### config.mk
export PLATFORM = sky130hd
export DESIGN_NAME = word_tokenizer_fnv1a_hasher_top
export DESIGN_NICKNAME = d
export VERILOG_FILES = /design/src/hw/rtl/wtok_pkg.sv /design/src/hw/rtl/word_tokenizer_fnv1a_hasher_top.sv
export VERILOG_INCLUDE_DIRS = /design/src /design/src/hw/rtl
export SDC_FILE = /design/constraint.sdc
export NUM_CORES = 1
export LEC_CHECK = 0
export BUFFER_PORTS_ARGS = -buffer_cell sky130_fd_sc_hd__buf_4
export CAP_MARGIN = 20
export CORE_MARGIN = 3
export CORE_UTILIZATION = 57
export DETAILED_ROUTE_END_ITERATION = 10
export GPL_ROUTABILITY_DRIVEN = 0
export PLACE_DENSITY_LB_ADDON = 0.25
export SYNTH_ARGS = -nofsm -noshare
export SYNTH_HDL_FRONTEND = slang
export SYNTH_SLANG_ARGS = --single-unit
### constraint.sdc
create_clock -name clk -period 6.65 [get_ports clk]
set_input_delay 0.665 -clock clk [delete_from_list [all_inputs] [get_ports clk]]
set_output_delay 0.665 -clock clk [all_outputs]
set_load 0.01 [all_outputs]
### src/hw/rtl/word_tokenizer_fnv1a_hasher_top_macros.svh
// ----------------------------------------------------------------------------
// Assertion macros for the word tokenizer
// Clocked on clk and disabled during rst; the including module names both.
// ----------------------------------------------------------------------------
`ifndef WORD_TOKENIZER_FNV1A_HASHER_TOP_MACROS_SVH
`define WORD_TOKENIZER_FNV1A_HASHER_TOP_MACROS_SVH

// same-cycle implication
`define WTOK_ASSERT_SAME(label, ante, cons, msg) \
  label: assert property (@(posedge clk) disable iff (rst) (ante) |-> (cons)) \
    else $error(msg);

// next-cycle implication
`define WTOK_ASSERT_NEXT(label, ante, cons, msg) \
  label: assert property (@(posedge clk) disable iff (rst) (ante) |=> (cons)) \
    else $error(msg);

`endif

### src/hw/rtl/wtok_pkg.sv
// ----------------------------------------------------------------------------
// wtok_pkg
// Types and constants for the whitespace tokenizer with FNV-1a hashing.
// ----------------------------------------------------------------------------
package wtok_pkg;

  localparam int unsigned LENGTH_WIDTH_DEF = 16;

  localparam logic [31:0] FNV_BASIS = 32'h811C_9DC5;
  localparam logic [31:0] FNV_PRIME = 32'h0100_0193;

  localparam logic [7:0] CHR_NUL = 8'h00;
  localparam logic [7:0] CHR_TAB = 8'h09;
  localparam logic [7:0] CHR_LF  = 8'h0A;
  localparam logic [7:0] CHR_VT  = 8'h0B;
  localparam logic [7:0] CHR_FF  = 8'h0C;
  localparam logic [7:0] CHR_CR  = 8'h0D;
  localparam logic [7:0] CHR_SP  = 8'h20;

  localparam logic [15:0] EOS_LENGTH = 16'd4;

  // result queue
  localparam int unsigned QUEUE_DEPTH = 4;
  localparam int unsigned QUEUE_PTR_W = $clog2(QUEUE_DEPTH);
  localparam int unsigned QUEUE_CNT_W = $clog2(QUEUE_DEPTH + 1);

  typedef struct packed {
    logic [7:0] data_byte;
    logic       end_of_input;
  } byte_t;

  typedef struct packed {
    logic [31:0] word_hash;
    logic [15:0] word_length;
    logic        is_eos;
    logic        last;
  } token_t;

  // one FNV-1a step, byte sign-extended before the xor
  function automatic logic [31:0] fnv_mix(input logic [31:0] h, input logic [7:0] b);
    logic [31:0] v;
    v = {{24{b[7]}}, b};
    return (h ^ v) * FNV_PRIME;
  endfunction

  function automatic logic [31:0] eos_hash_calc();
    logic [31:0] h;
    h = FNV_BASIS;
    h = fnv_mix(h, 8'h3C); // '<'
    h = fnv_mix(h, 8'h2F); // '/'
    h = fnv_mix(h, 8'h73); // 's'
    h = fnv_mix(h, 8'h3E); // '>'
    return h;
  endfunction

  localparam logic [31:0] EOS_HASH = eos_hash_calc();

  function automatic logic is_space(input logic [7:0] c);
    return c inside {CHR_SP, CHR_LF, CHR_CR, CHR_TAB, CHR_VT, CHR_FF, CHR_NUL};
  endfunction

endpackage

### src/hw/rtl/word_tokenizer_fnv1a_hasher_top.sv
// ----------------------------------------------------------------------------
// word_tokenizer_fnv1a_hasher_top
// Splits a byte stream into words and emits FNV-1a hash and length per word.
// ----------------------------------------------------------------------------
// A byte is taken on every cycle while the four-entry result queue has room
// for two tokens. Word bytes are folded into the running hash (one xor and
// one constant multiply) in the cycle they transfer; a whitespace byte or
// end_of_input writes the finished word, and for a newline also the "</s>"
// token, into the queue, which the token port reads in order. The token port
// drains one entry per cycle while token_ready is high; a newline that ends a
// word adds two entries, while other bytes sustain one byte per cycle.
// Lengths saturate at 2**LENGTH_WIDTH-1 and are reported in 16 bits.
module word_tokenizer_fnv1a_hasher_top
  import wtok_pkg::*;
#(
  parameter int unsigned LENGTH_WIDTH = LENGTH_WIDTH_DEF
) (
  input  logic   clk,
  input  logic   rst,
  input  logic   byte_valid,
  output logic   byte_ready,
  input  byte_t  byte_data,
  output logic   token_valid,
  input  logic   token_ready,
  output token_t token_data
);

`include "word_tokenizer_fnv1a_hasher_top_macros.svh"

  logic                    inside_word;
  logic [31:0]             running_hash;
  logic [LENGTH_WIDTH-1:0] byte_count;

  token_t                  queue [QUEUE_DEPTH];
  logic [QUEUE_PTR_W-1:0]  wr_ptr;
  logic [QUEUE_PTR_W-1:0]  rd_ptr;
  logic [QUEUE_CNT_W-1:0]  queue_count;
  logic [QUEUE_CNT_W-1:0]  queue_count_next;

  logic       byte_xfer;
  logic       token_xfer;
  logic       space;
  logic       newline;
  logic       word_done;
  logic       eos_emit;
  logic [1:0] push_n;
  token_t     word_tok;
  token_t     eos_tok;
  token_t     first_tok;

  assign byte_ready  = (queue_count <= QUEUE_CNT_W'(QUEUE_DEPTH - 2));
  assign byte_xfer   = byte_valid && byte_ready;
  assign token_valid = (queue_count != '0);
  assign token_xfer  = token_valid && token_ready;
  assign token_data  = queue[rd_ptr];

  always_comb begin
    space     = is_space(byte_data.data_byte);
    newline   = !byte_data.end_of_input && (byte_data.data_byte == CHR_LF);
    word_done = inside_word && (byte_data.end_of_input || space);
    eos_emit  = newline;

    word_tok.word_hash   = running_hash;
    word_tok.word_length = 16'(byte_count);
    word_tok.is_eos      = 1'b0;
    word_tok.last        = !newline;

    eos_tok.word_hash   = EOS_HASH;
    eos_tok.word_length = EOS_LENGTH;
    eos_tok.is_eos      = 1'b1;
    eos_tok.last        = 1'b1;

    first_tok = word_done ? word_tok : eos_tok;
    push_n    = byte_xfer ? (2'(word_done) + 2'(eos_emit)) : 2'd0;

    queue_count_next = queue_count + QUEUE_CNT_W'(push_n) - QUEUE_CNT_W'(token_xfer);
  end

  // word state; the cleared state is also what an idle tokenizer holds
  always_ff @(posedge clk) begin
    if (rst) begin
      inside_word  <= 1'b0;
      running_hash <= FNV_BASIS;
      byte_count   <= '0;
    end else if (byte_xfer) begin
      if (byte_data.end_of_input || space) begin
        inside_word  <= 1'b0;
        running_hash <= FNV_BASIS;
        byte_count   <= '0;
      end else begin
        inside_word  <= 1'b1;
        running_hash <= fnv_mix(running_hash, byte_data.data_byte);
        if (byte_count != '1) begin
          byte_count <= byte_count + LENGTH_WIDTH'(1);
        end
      end
    end
  end

  always_ff @(posedge clk) begin
    if (rst) begin
      wr_ptr      <= '0;
      rd_ptr      <= '0;
      queue_count <= '0;
    end else begin
      wr_ptr      <= wr_ptr + QUEUE_PTR_W'(push_n);
      rd_ptr      <= rd_ptr + QUEUE_PTR_W'(token_xfer);
      queue_count <= queue_count_next;
    end
  end

  // payload, no reset
  always_ff @(posedge clk) begin
    if (push_n != 2'd0) begin
      queue[wr_ptr] <= first_tok;
    end
    if (push_n == 2'd2) begin
      queue[wr_ptr + QUEUE_PTR_W'(1)] <= eos_tok;
    end
  end

  `WTOK_ASSERT_SAME(a_queue_bound, 1'b1, queue_count <= QUEUE_CNT_W'(QUEUE_DEPTH),
    "result queue overflow")
  `WTOK_ASSERT_SAME(a_idle_clear, !inside_word,
    (running_hash == FNV_BASIS) && (byte_count == '0),
    "word state not cleared outside a word")
  `WTOK_ASSERT_NEXT(a_eoi_clears, byte_xfer && byte_data.end_of_input, !inside_word,
    "end of input did not clear word state")

endmodule

==> results.md, run 1 <==
* Setup Crit Path Kind: reg -> reg
* CTS H-tree depth at 1
* Setup Fix Bufs, Post-CTS at 0
* CTS tree: yes
* Status: finished, final reports clean
* Vias in the first global route at 13100
* Largest fanout on the critical path at 6
* Worst slew pin tran at 1.11 ns
* Reg2Reg Setup Slack at 0.52 ns
* R2R depth at 20
* Min Tclk post-route at 6.13 ns
* Clock skew at 0.0210 ns
* HP Start: queue[2][9]$_SDFFE_PP0P_
* Async SR Flop Fraction at 0%
* Clk pin slew, worst setup/hold paths at 0.06 ns
* Die W at 177 um
* Crit end category: flip-flop
* Slew margin rel. at 26.0%
* HP Class: reg -> reg
* Ratio of cells with drive above 1 in the final layout at 11.7%
* CP arrival at 6.51 ns
* RR Startpoint: running_hash[4]$_SDFFE_PP0P_
* End of the worst hold path: queue[2][9]$_SDFFE_PP0P_
* Die ar. at 31200 sq um
* CP Launch Type: flip-flop
* Final ANT Viol Nets at 0
* First-pass DRT Iterations at 5
* Vias per inst at 5.96
* Hold path depth at 2
* WL/cell at 19.1 um
* Synth Warn # at 0
* Total Wirelength at 42500 um
* Antenna violations before repair at 0
* Final worst-path cycle share at 92.2%
* Critical Path RT at 7.03 ns
* Cell Area, Synth at 16600 sq um
* CTS Hold Bufs at 0
* Top_reg_cell synth: dfxtp_1
* Unique masters post-synth at 54
* Post-synth EDFFs at 0
* Largest net degree at the start of global routing at 75
* Die Ht at 177 um
* CTS Sinks at 256
* First DRT Iteration DRCs at 1121
* Ant diodes at 0
* Total grt overflow at 0
* Via count at 13300
* Core area at 28200 sq um
* CTS max path bufs at 3
* Max Clock Freq at 163 MHz
* Initial Util at 58.8%
* #FFs+latches synth at 256
* Num CTS Buffers at 25
* I/O pins at 65
* Fin. max-slew vios at 0
* Layout area overhead at 9.66%
* Nets at 2104
* Final setup fails at 0
* Max-cap violations at 0
* Row cnt at 61
* Setup TNS at 0 ns
* All-Layer GR Usage at 27.2%
* Root buffer cell: clkbuf_16
* Worst skew pair latency at 0.53 ns
* Average instance area after synthesis at 9.01 sq um
* Number of gates resized after CTS at 0
* R2r endpoint: running_hash[31]$_SDFFE_PP1P_
* RSZ-0062 raised after global routing: no
* Syn Inst Count at 1843
* Post-synth net total at 2110
* Port Buffers at 64
* Final HPWL DP at 30200 um
* First-pass GRT wire length at 68900 um
* Register area share after synthesis at 30.8%
* Fin. Hold Viols at 0
* DRC Markers at 0
-- logic make-up (layout without fill, tap and decap cells) --
logic type	after synthesis	count (layout)	synth area share (%)
muxes	51	51	6.84
xor gates and xnor gates	108	108	5.69
DFF	256	256	30.8
AOI/OAI and AO/OA	325	325	12.3
and+or+nand+nor	534	534	14.4
buffers and inverters	315	326	7.35
adders and majority gates	254	254	22.5
-- per-stage QoR --
stage | hold slack [ns] | utilization (%) | std cells | cell area (sq um) | setup WS, ns
finish | 0.452 | 64.5 | 2232 | 18200 | 0.517
CTS | 0.452 | 64.4 | 2231 | 18200 | 0.586
global placement | 0.438 | 61.4 | 2187 | 17300 | 0.402
floorplan | 0.432 | - | 1843 | 16600 | 0.417
global route | 0.473 | 64.5 | 2232 | 18200 | 0.335
detailed placement | 0.443 | 61.4 | 2187 | 17300 | 0.265
-- cell usage after synthesis, types with 2 or more instances --
| master | count | share of area [%] |
|---|---|---|
| nand2_1 | 223 | 5.0 |
| or3_1 | 5 | 0.19 |
| and3_1 | 8 | 0.30 |
| a22oi_1 | 4 | 0.18 |
| buf_2 | 31 | 0.93 |
| dfxtp_1 | 256 | 31 |
| o21ai_0 | 18 | 0.54 |
| nand4_1 | 9 | 0.34 |
| fa_1 | 75 | 9.0 |
| a21o_1 | 7 | 0.32 |
| a21oi_1 | 158 | 4.8 |
| buf_1 | 9 | 0.20 |
| nor2_1 | 91 | 2.1 |
| nand2b_1 | 13 | 0.49 |
| o2111ai_1 | 2 | 0.11 |
| mux4_2 | 50 | 6.8 |
| clkbuf_1 | 89 | 2.0 |
| a31oi_1 | 7 | 0.26 |
| nand3_1 | 128 | 3.9 |
| or2_2 | 6 | 0.23 |
| nand3b_1 | 3 | 0.14 |
| a211o_1 | 2 | 0.11 |
| ha_1 | 179 | 13 |
| o22ai_1 | 5 | 0.19 |
| xnor2_1 | 51 | 2.7 |
| xor2_1 | 57 | 3.0 |
| nor3b_1 | 3 | 0.14 |
| nor3_1 | 21 | 0.63 |
| inv_1 | 186 | 4.2 |
| nor2b_1 | 5 | 0.19 |
| and4_1 | 5 | 0.26 |
| a211oi_1 | 3 | 0.14 |
| o21ai_1 | 2 | 0.060 |
| o211ai_1 | 84 | 3.8 |
| o21a_1 | 5 | 0.23 |
| o21bai_1 | 6 | 0.27 |
| a22o_1 | 9 | 0.47 |
| and2_1 | 12 | 0.45 |
-- worst max-delay path by stage --
| stage | from | to | slack [ns] | cells after the start |
|---|---|---|---|---|
| 2_1_floorplan | byte_data[8] | running_hash[31]$_SDFFE_PP1P_ | 0.42 | 22 |
| 3_3_place_gp | byte_data[5] | running_hash[29]$_SDFFE_PP0P_ | 0.40 | 21 |
| 3_5_place_dp | byte_data[5] | running_hash[31]$_SDFFE_PP1P_ | 0.26 | 21 |
| 4_1_cts | running_hash[4]$_SDFFE_PP0P_ | running_hash[31]$_SDFFE_PP1P_ | 0.59 | 20 |
| 5_1_grt | running_hash[4]$_SDFFE_PP0P_ | running_hash[31]$_SDFFE_PP1P_ | 0.33 | 20 |
| 6_report | running_hash[4]$_SDFFE_PP0P_ | running_hash[31]$_SDFFE_PP1P_ | 0.52 | 20 |
-- sequential cells by signal, indices dropped and copies added, names as in the netlist --
signal,flops
queue_count,3
inside_word,1
rd_ptr,2
running_hash,32
wr_ptr,2
byte_count,16
queue,200
-- critical path, stage by stage (launching register included) --
cell	delay, ns
dfxtp_1	0.44
xnor2_1	0.48
inv_1	0.25
ha_1	0.34
ha_1	0.32
fa_1	0.50
ha_1	0.22
fa_1	0.49
ha_1	0.30
inv_1	0.06
fa_1	0.53
inv_1	0.04
ha_1	0.38
and3_1	0.24
o2111ai_1	0.17
a21o_1	0.22
a2111o_1	0.51
nand3b_1	0.12
a31oi_1	0.10
xnor2_1	0.19
a21oi_1	0.09
-- area by class of cell --
class                      count  area (sq um)
sequential                   256          5130
timing repair buffer          96           763
multi-input combinational   1272         10300
fill                        2352         10000
tap                          378           473
clock inverter                10           110
clock buffer                  34           739
inverter                     186           699
-- layout by cell type (no fill, tap or decap), types with 6 or more instances in the layout --
cell type,netlist,final
clkbuf_16,0,26
mux4_2,50,50
ha_1,179,179
a22o_1,9,9
fa_1,75,75
xor2_1,57,57
o211ai_1,84,84
and2_1,12,12
xnor2_1,51,51
and3_1,8,8
nand4_1,9,9
nor3_1,21,17
nor2_1,91,88
a31oi_1,7,7
clkinv_2,0,6
nand2_1,223,223
clkbuf_8,0,8
or2_2,6,6
dfxtp_1,256,254
a21oi_1,158,158
nand2b_1,13,12
a21o_1,7,7
o21ai_0,18,18
inv_1,186,185
buf_4,0,93
o21bai_1,6,6
nand3_1,128,128
-- metal layers --
layer	share of wire [%]	routed length (um)	GRT usage [%]	vias up
met5	0	0	0	-
met4	2.2	934	6.58	0
met3	6.5	2740	2.79	69
met2	47	20000	44.9	479
met1	44	18900	38.9	6497
li1	-	-	-	6262
Power of run 1 is left out: the tool's default activity adds up to more than one toggle a clock period on the data nets, which glitch-free logic cannot reach.
==> run 2, diff against run 1 <==
- PLACE_DENSITY_LB_ADDON: 0.25 -> 0.08
==> results.md, run 2 (synthesized netlist as in run 1, its figures left out) <==
* Largest register FFs at 200 (unchanged)
* Via count at 13100 (-1.5%)
* First-pass DRT Iterations at 5 (unchanged)
* Worst slew pin tran at 1.04 ns (-0.0683 ns)
* Status: finished, final reports clean
* CTS tree: yes
* Most frequent cells in the layout: dfxtp_1, nand2_1, inv_1
* Row cnt at 61 (unchanged)
* CP Launch Type: flip-flop
* Worst skew pair latency at 0.52 ns (about the same)
* Setup Crit Path Kind: reg -> reg
* Post-route setup slack at 0.599 ns (+0.0814 ns)
* RSZ-0062 raised after global routing: no
* Total grt overflow at 0 (unchanged)
* Fin. max-slew vios at 0 (unchanged)
* Setup TNS at 0 ns (unchanged)
* Commonest non-fill, non-tap cell in the layout: dfxtp_1
* Crit end category: flip-flop
* Max Clock Freq at 165 MHz (+1.3%)
* Place WS at 0.389 ns (+0.124 ns)
* Clock skew at 0.0131 ns (-0.00783 ns)
* Ratio of cells with drive above 1 in the final layout at 11.5% (-0.18 points)
* Total Wirelength at 43200 um (+1.6%)
* Fin. Hold Viols at 0 (unchanged)
* Vias per inst at 5.87 (-1.6%)
* Setup Fix Bufs, Post-CTS at 0 (unchanged)
* Clk pin slew, worst setup/hold paths at 0.06 ns (about the same)
* HP Class: reg -> reg
* Vias in the first global route at 13200 (+0.42%)
* Nets at 2106 (+0.095%)
* Num CTS Buffers at 26 (+4.0%)
* Port Buffers at 64 (unchanged)
* Fillers at 2435 (+3.5%)
* First-pass GRT wire length at 69600 um (+1.1%)
* Area of the multi-input gates at 10300 sq um (unchanged)
* CTS Hold Bufs at 0 (unchanged)
* First DRT Iteration DRCs at 1135 (+1.2%)
* Root buffer cell: clkbuf_16
* Die Ht at 177 um (unchanged)
* Ant diodes at 0 (unchanged)
* CTS H-tree depth at 1 (unchanged)
* Largest net degree at the start of global routing at 77 (+2.7%)
* Final worst-path cycle share at 91.0% (-1.2 points)
* Slew margin rel. at 30.8% (+4.8 points)
* All-Layer GR Usage at 27.9% (+0.66 points)
* Final HPWL DP at 30500 um (+0.89%)
* Initial Util at 58.8% (unchanged)
* Sequential cell area at 5130 sq um (unchanged)
* I/O pins at 65 (unchanged)
* Most flop-heavy register: queue
* CTS max path bufs at 3 (unchanged)
* WL/cell at 19.3 um (+1.5%)
* Largest fanout on the critical path at 6 (unchanged)
* Largest registers: queue: 200 flops, running_hash: 32 flops, byte_count: 16 flops
* Final setup fails at 0 (unchanged)
* Antenna violations before repair at 1 (+1)
* Critical Path RT at 7.06 ns (+0.03 ns)
* Min Tclk post-route at 6.05 ns (-0.0814 ns)
* DRC Markers at 0 (unchanged)
* Final ANT Viol Nets at 0 (unchanged)
* Die W at 177 um (unchanged)
* Die ar. at 31200 sq um (unchanged)
* CP arrival at 6.47 ns (-0.04 ns)
* CTS Sinks at 256 (unchanged)
* Layout area overhead at 9.88%
* Core area at 28200 sq um (unchanged)
* Max-cap violations at 0 (unchanged)
* Number of gates resized after CTS at 0 (unchanged)
-- run 2: final timing paths --
kind,from,endpoint,slack (ns),cells after the start
worst max-delay path,running_hash[4]$_SDFFE_PP0P_,running_hash[29]$_SDFFE_PP0P_,0.60,20
worst min-delay path,queue[1][39]$_SDFFE_PP0P_,queue[1][39]$_SDFFE_PP0P_,0.45,2
worst max register to register,running_hash[4]$_SDFFE_PP0P_,running_hash[29]$_SDFFE_PP0P_,0.60,20
worst min register to register,queue[1][39]$_SDFFE_PP0P_,queue[1][39]$_SDFFE_PP0P_,0.45,2
-- run 2: worst max-delay path, cell delays in order, from the launching register on --
cell and delay [ns]:
dfxtp_1 0.43, xnor2_1 0.48, inv_1 0.25, ha_1 0.33, ha_1 0.30, fa_1 0.49
ha_1 0.21, fa_1 0.47, ha_1 0.29, inv_1 0.05, fa_1 0.52, inv_1 0.04
ha_1 0.38, and3_1 0.24, o2111ai_1 0.16, a21o_1 0.22, a2111o_1 0.51, a31oi_1 0.19
nor2_1 0.07, xnor2_1 0.12, a22o_1 0.17
-- run 2: final cells by class --
cell class                      count  area share (%)
Clock inverter                      6           0.459
Tap cell                          378            2.59
Sequential cell                   256            28.1
Multi-Input combinational cell   1272            56.4
Inverter                          186            3.83
Clock buffer                       40            4.30
Timing Repair Buffer               97            4.28
-- run 2: through the flow --
step	instances	util [%]	instance area [sq um]	hold WS, ns
after CTS	2233	64.4	18200	0.454
after global placement	2187	61.4	17300	0.438
after floorplan	1843	-	16600	0.432
after detailed placement	2187	61.4	17300	0.446
final	2235	64.6	18300	0.451
after global routing	2235	64.6	18300	0.470
-- run 2: layer usage --
layer  vias up  global-route usage [%]  wire (um)
met5         -                       0         13
met3        66                    4.48       2690
li1       6264                       -          -
met1      6387                    38.0      19000
met2       394                    46.9      20500
met4         2                    6.68       1080
Power of run 2 is left out for the same reason.
==> run 3, diff against run 2 <==
- CORE_UTILIZATION: 57 -> 40
==> results.md, run 3 (synthesized netlist as in run 1, its figures left out) <==
* Final setup fails at 0 (unchanged)
* Core area at 40900 sq um (+45%)
* CTS Hold Bufs at 0 (unchanged)
* Ant diodes at 0 (unchanged)
* Fin. Hold Viols at 0 (unchanged)
* Layout area overhead at 11.4%
* CP Launch Type: flip-flop
* First DRT Iteration DRCs at 825 (-27%)
* First-pass DRT Iterations at 5 (unchanged)
* HP Class: reg -> reg
* Largest registers: queue: 200 flops, running_hash: 32 flops, byte_count: 16 flops
* Largest register FFs at 200 (unchanged)
* Reg2Reg Setup Slack at 0.66 ns (+0.07 ns)
* Min Tclk post-route at 5.99 ns (-0.0661 ns)
* Total grt overflow at 0 (unchanged)
* Via count at 12900 (-1.5%)
* End of the worst hold path: queue[3][11]$_SDFFE_PP0P_
* Fin. max-slew vios at 0 (unchanged)
* Crit end category: flip-flop
* Max Clock Freq at 167 MHz (+1.1%)
* Fillers at 4070 (+67%)
* Setup Fix Bufs, Post-CTS at 0 (unchanged)
* R2r endpoint: running_hash[29]$_SDFFE_PP0P_
* Status: finished, final reports clean
* CTS max path bufs at 3 (unchanged)
* Commonest non-fill, non-tap cell in the layout: dfxtp_1
* Sequential cell area at 5130 sq um (unchanged)
* CTS tree: yes
* Setup Crit Path Kind: reg -> reg
* Ratio of cells with drive above 1 in the final layout at 11.9% (+0.45 points)
* WL/cell at 20.0 um (+3.3%)
* First-pass GRT wire length at 76500 um (+9.9%)
* Area of the multi-input gates at 10300 sq um (unchanged)
* Critical Path RT at 7.10 ns (+0.04 ns)
* Die Ht at 210 um (+19%)
* Die ar. at 44000 sq um (+41%)
* Final ANT Viol Nets at 0 (unchanged)
* Largest net degree at the start of global routing at 65 (-16%)
* RR Startpoint: running_hash[4]$_SDFFE_PP0P_
* Number of gates resized after CTS at 0 (unchanged)
* Hold path depth at 2 (unchanged)
* Clk pin slew, worst setup/hold paths at 0.07 ns (about the same)
* Worst slew pin tran at 1.06 ns (+0.0238 ns)
* Total Wirelength at 48000 um (+11%)
* Final HPWL DP at 34300 um (+12%)
* Final worst-path cycle share at 90.0% (-0.99 points)
* Clock skew at 0.0247 ns (+0.0116 ns)
* Num CTS Buffers at 26 (unchanged)
* Die W at 210 um (+19%)
* Worst skew pair latency at 0.55 ns (+0.03 ns)
* Vias per inst at 5.37 (-8.4%)
* RSZ-0062 raised after global routing: no
* Initial Util at 40.6% (-18 points)
* HP Start: queue[3][11]$_SDFFE_PP0P_
* Row cnt at 74 (+21%)
* CTS Sinks at 256 (unchanged)
* Setup TNS at 0 ns (unchanged)
* Vias in the first global route at 13100 (-0.35%)
* All-Layer GR Usage at 21.9% (-6.0 points)
* Slew margin rel. at 29.2% (-1.6 points)
* R2R depth at 20 (unchanged)
* I/O pins at 65 (unchanged)
* Most frequent cells in the layout: dfxtp_1, nand2_1, inv_1
* Largest fanout on the critical path at 6 (unchanged)
* Max-cap violations at 0 (unchanged)
* DRC Markers at 0 (unchanged)
* CP arrival at 6.43 ns (-0.04 ns)
* Antenna violations before repair at 0 (-1)
* Nets at 2120 (+0.66%)
* Port Buffers at 64 (unchanged)
* Root buffer cell: clkbuf_16
* Most flop-heavy register: queue
* CTS H-tree depth at 1 (unchanged)
[run 3: changes by cell type in the layout (fill, tap and decap cells not counted), moves of 2 or more]
| cell | delta |
|---|---|
| buf_12 | +3 |
| buf_4 | +13 |
| clkbuf_1 | +4 |
| buf_16 | -2 |
| clkinv_2 | -2 |
[run 3: critical path, stage by stage (launching register included)]
cell and delay [ns]:
dfxtp_1 0.42, xnor2_1 0.48, inv_1 0.26, ha_1 0.33, ha_1 0.30, fa_1 0.48, ha_1 0.21, fa_1 0.48
ha_1 0.29, inv_1 0.05, fa_1 0.52, inv_1 0.04, ha_1 0.37, and3_1 0.25, o2111ai_1 0.15, a21o_1 0.22
a2111o_1 0.50, a31oi_1 0.17, nor2_1 0.07, xnor2_1 0.12, a22o_1 0.17
[run 3: worst max path at each step]
| stage | from | endpoint | slack [ns] |
|---|---|---|---|
| detailed placement | byte_data[8] | running_hash[24]$_SDFFE_PP1P_ | 0.32 |
| floorplan | byte_data[8] | running_hash[31]$_SDFFE_PP1P_ | 0.42 |
| finish | running_hash[4]$_SDFFE_PP0P_ | running_hash[29]$_SDFFE_PP0P_ | 0.66 |
| global placement | byte_data[8] | running_hash[24]$_SDFFE_PP1P_ | 0.27 |
| global route | running_hash[4]$_SDFFE_PP0P_ | running_hash[24]$_SDFFE_PP1P_ | 0.29 |
| CTS | running_hash[4]$_SDFFE_PP0P_ | running_hash[29]$_SDFFE_PP0P_ | 0.65 |
[run 3: stage by stage]
step	setup WS [ns]	hold WS (ns)	std cells	utilization (%)	instance area, sq um
finish	0.665	0.452	2403	45.2	18500
global route	0.294	0.465	2403	45.2	18500
CTS	0.649	0.452	2403	45.2	18500
detailed placement	0.321	0.444	2357	43.2	17700
global placement	0.274	0.439	2357	43.2	17700
floorplan	0.417	0.432	1843	-	16600
[run 3: final cells by class]
class / instances / area share, %
clock buffers: 42 / 4.11
clock inverters: 4 / 0.318
inverters: 186 / 3.78
multi-input cells: 1272 / 55.7
flip-flops and latches: 256 / 27.7
well taps: 532 / 3.60
repair buffers: 111 / 4.77
[run 3: routing by layer]
| metal | wire length [um] | up-vias | GRT usage, % | part of all wire (%) |
|---|---|---|---|---|
| li1 | - | 6292 | - | - |
| met1 | 23500 | 6316 | 31.9 | 49 |
| met2 | 21500 | 262 | 34.9 | 45 |
| met3 | 2370 | 41 | 3.42 | 4.9 |
| met4 | 733 | 0 | 3.70 | 1.5 |
| met5 | 0 | - | 0 | 0 |
Power of run 3 is left out for the same reason.
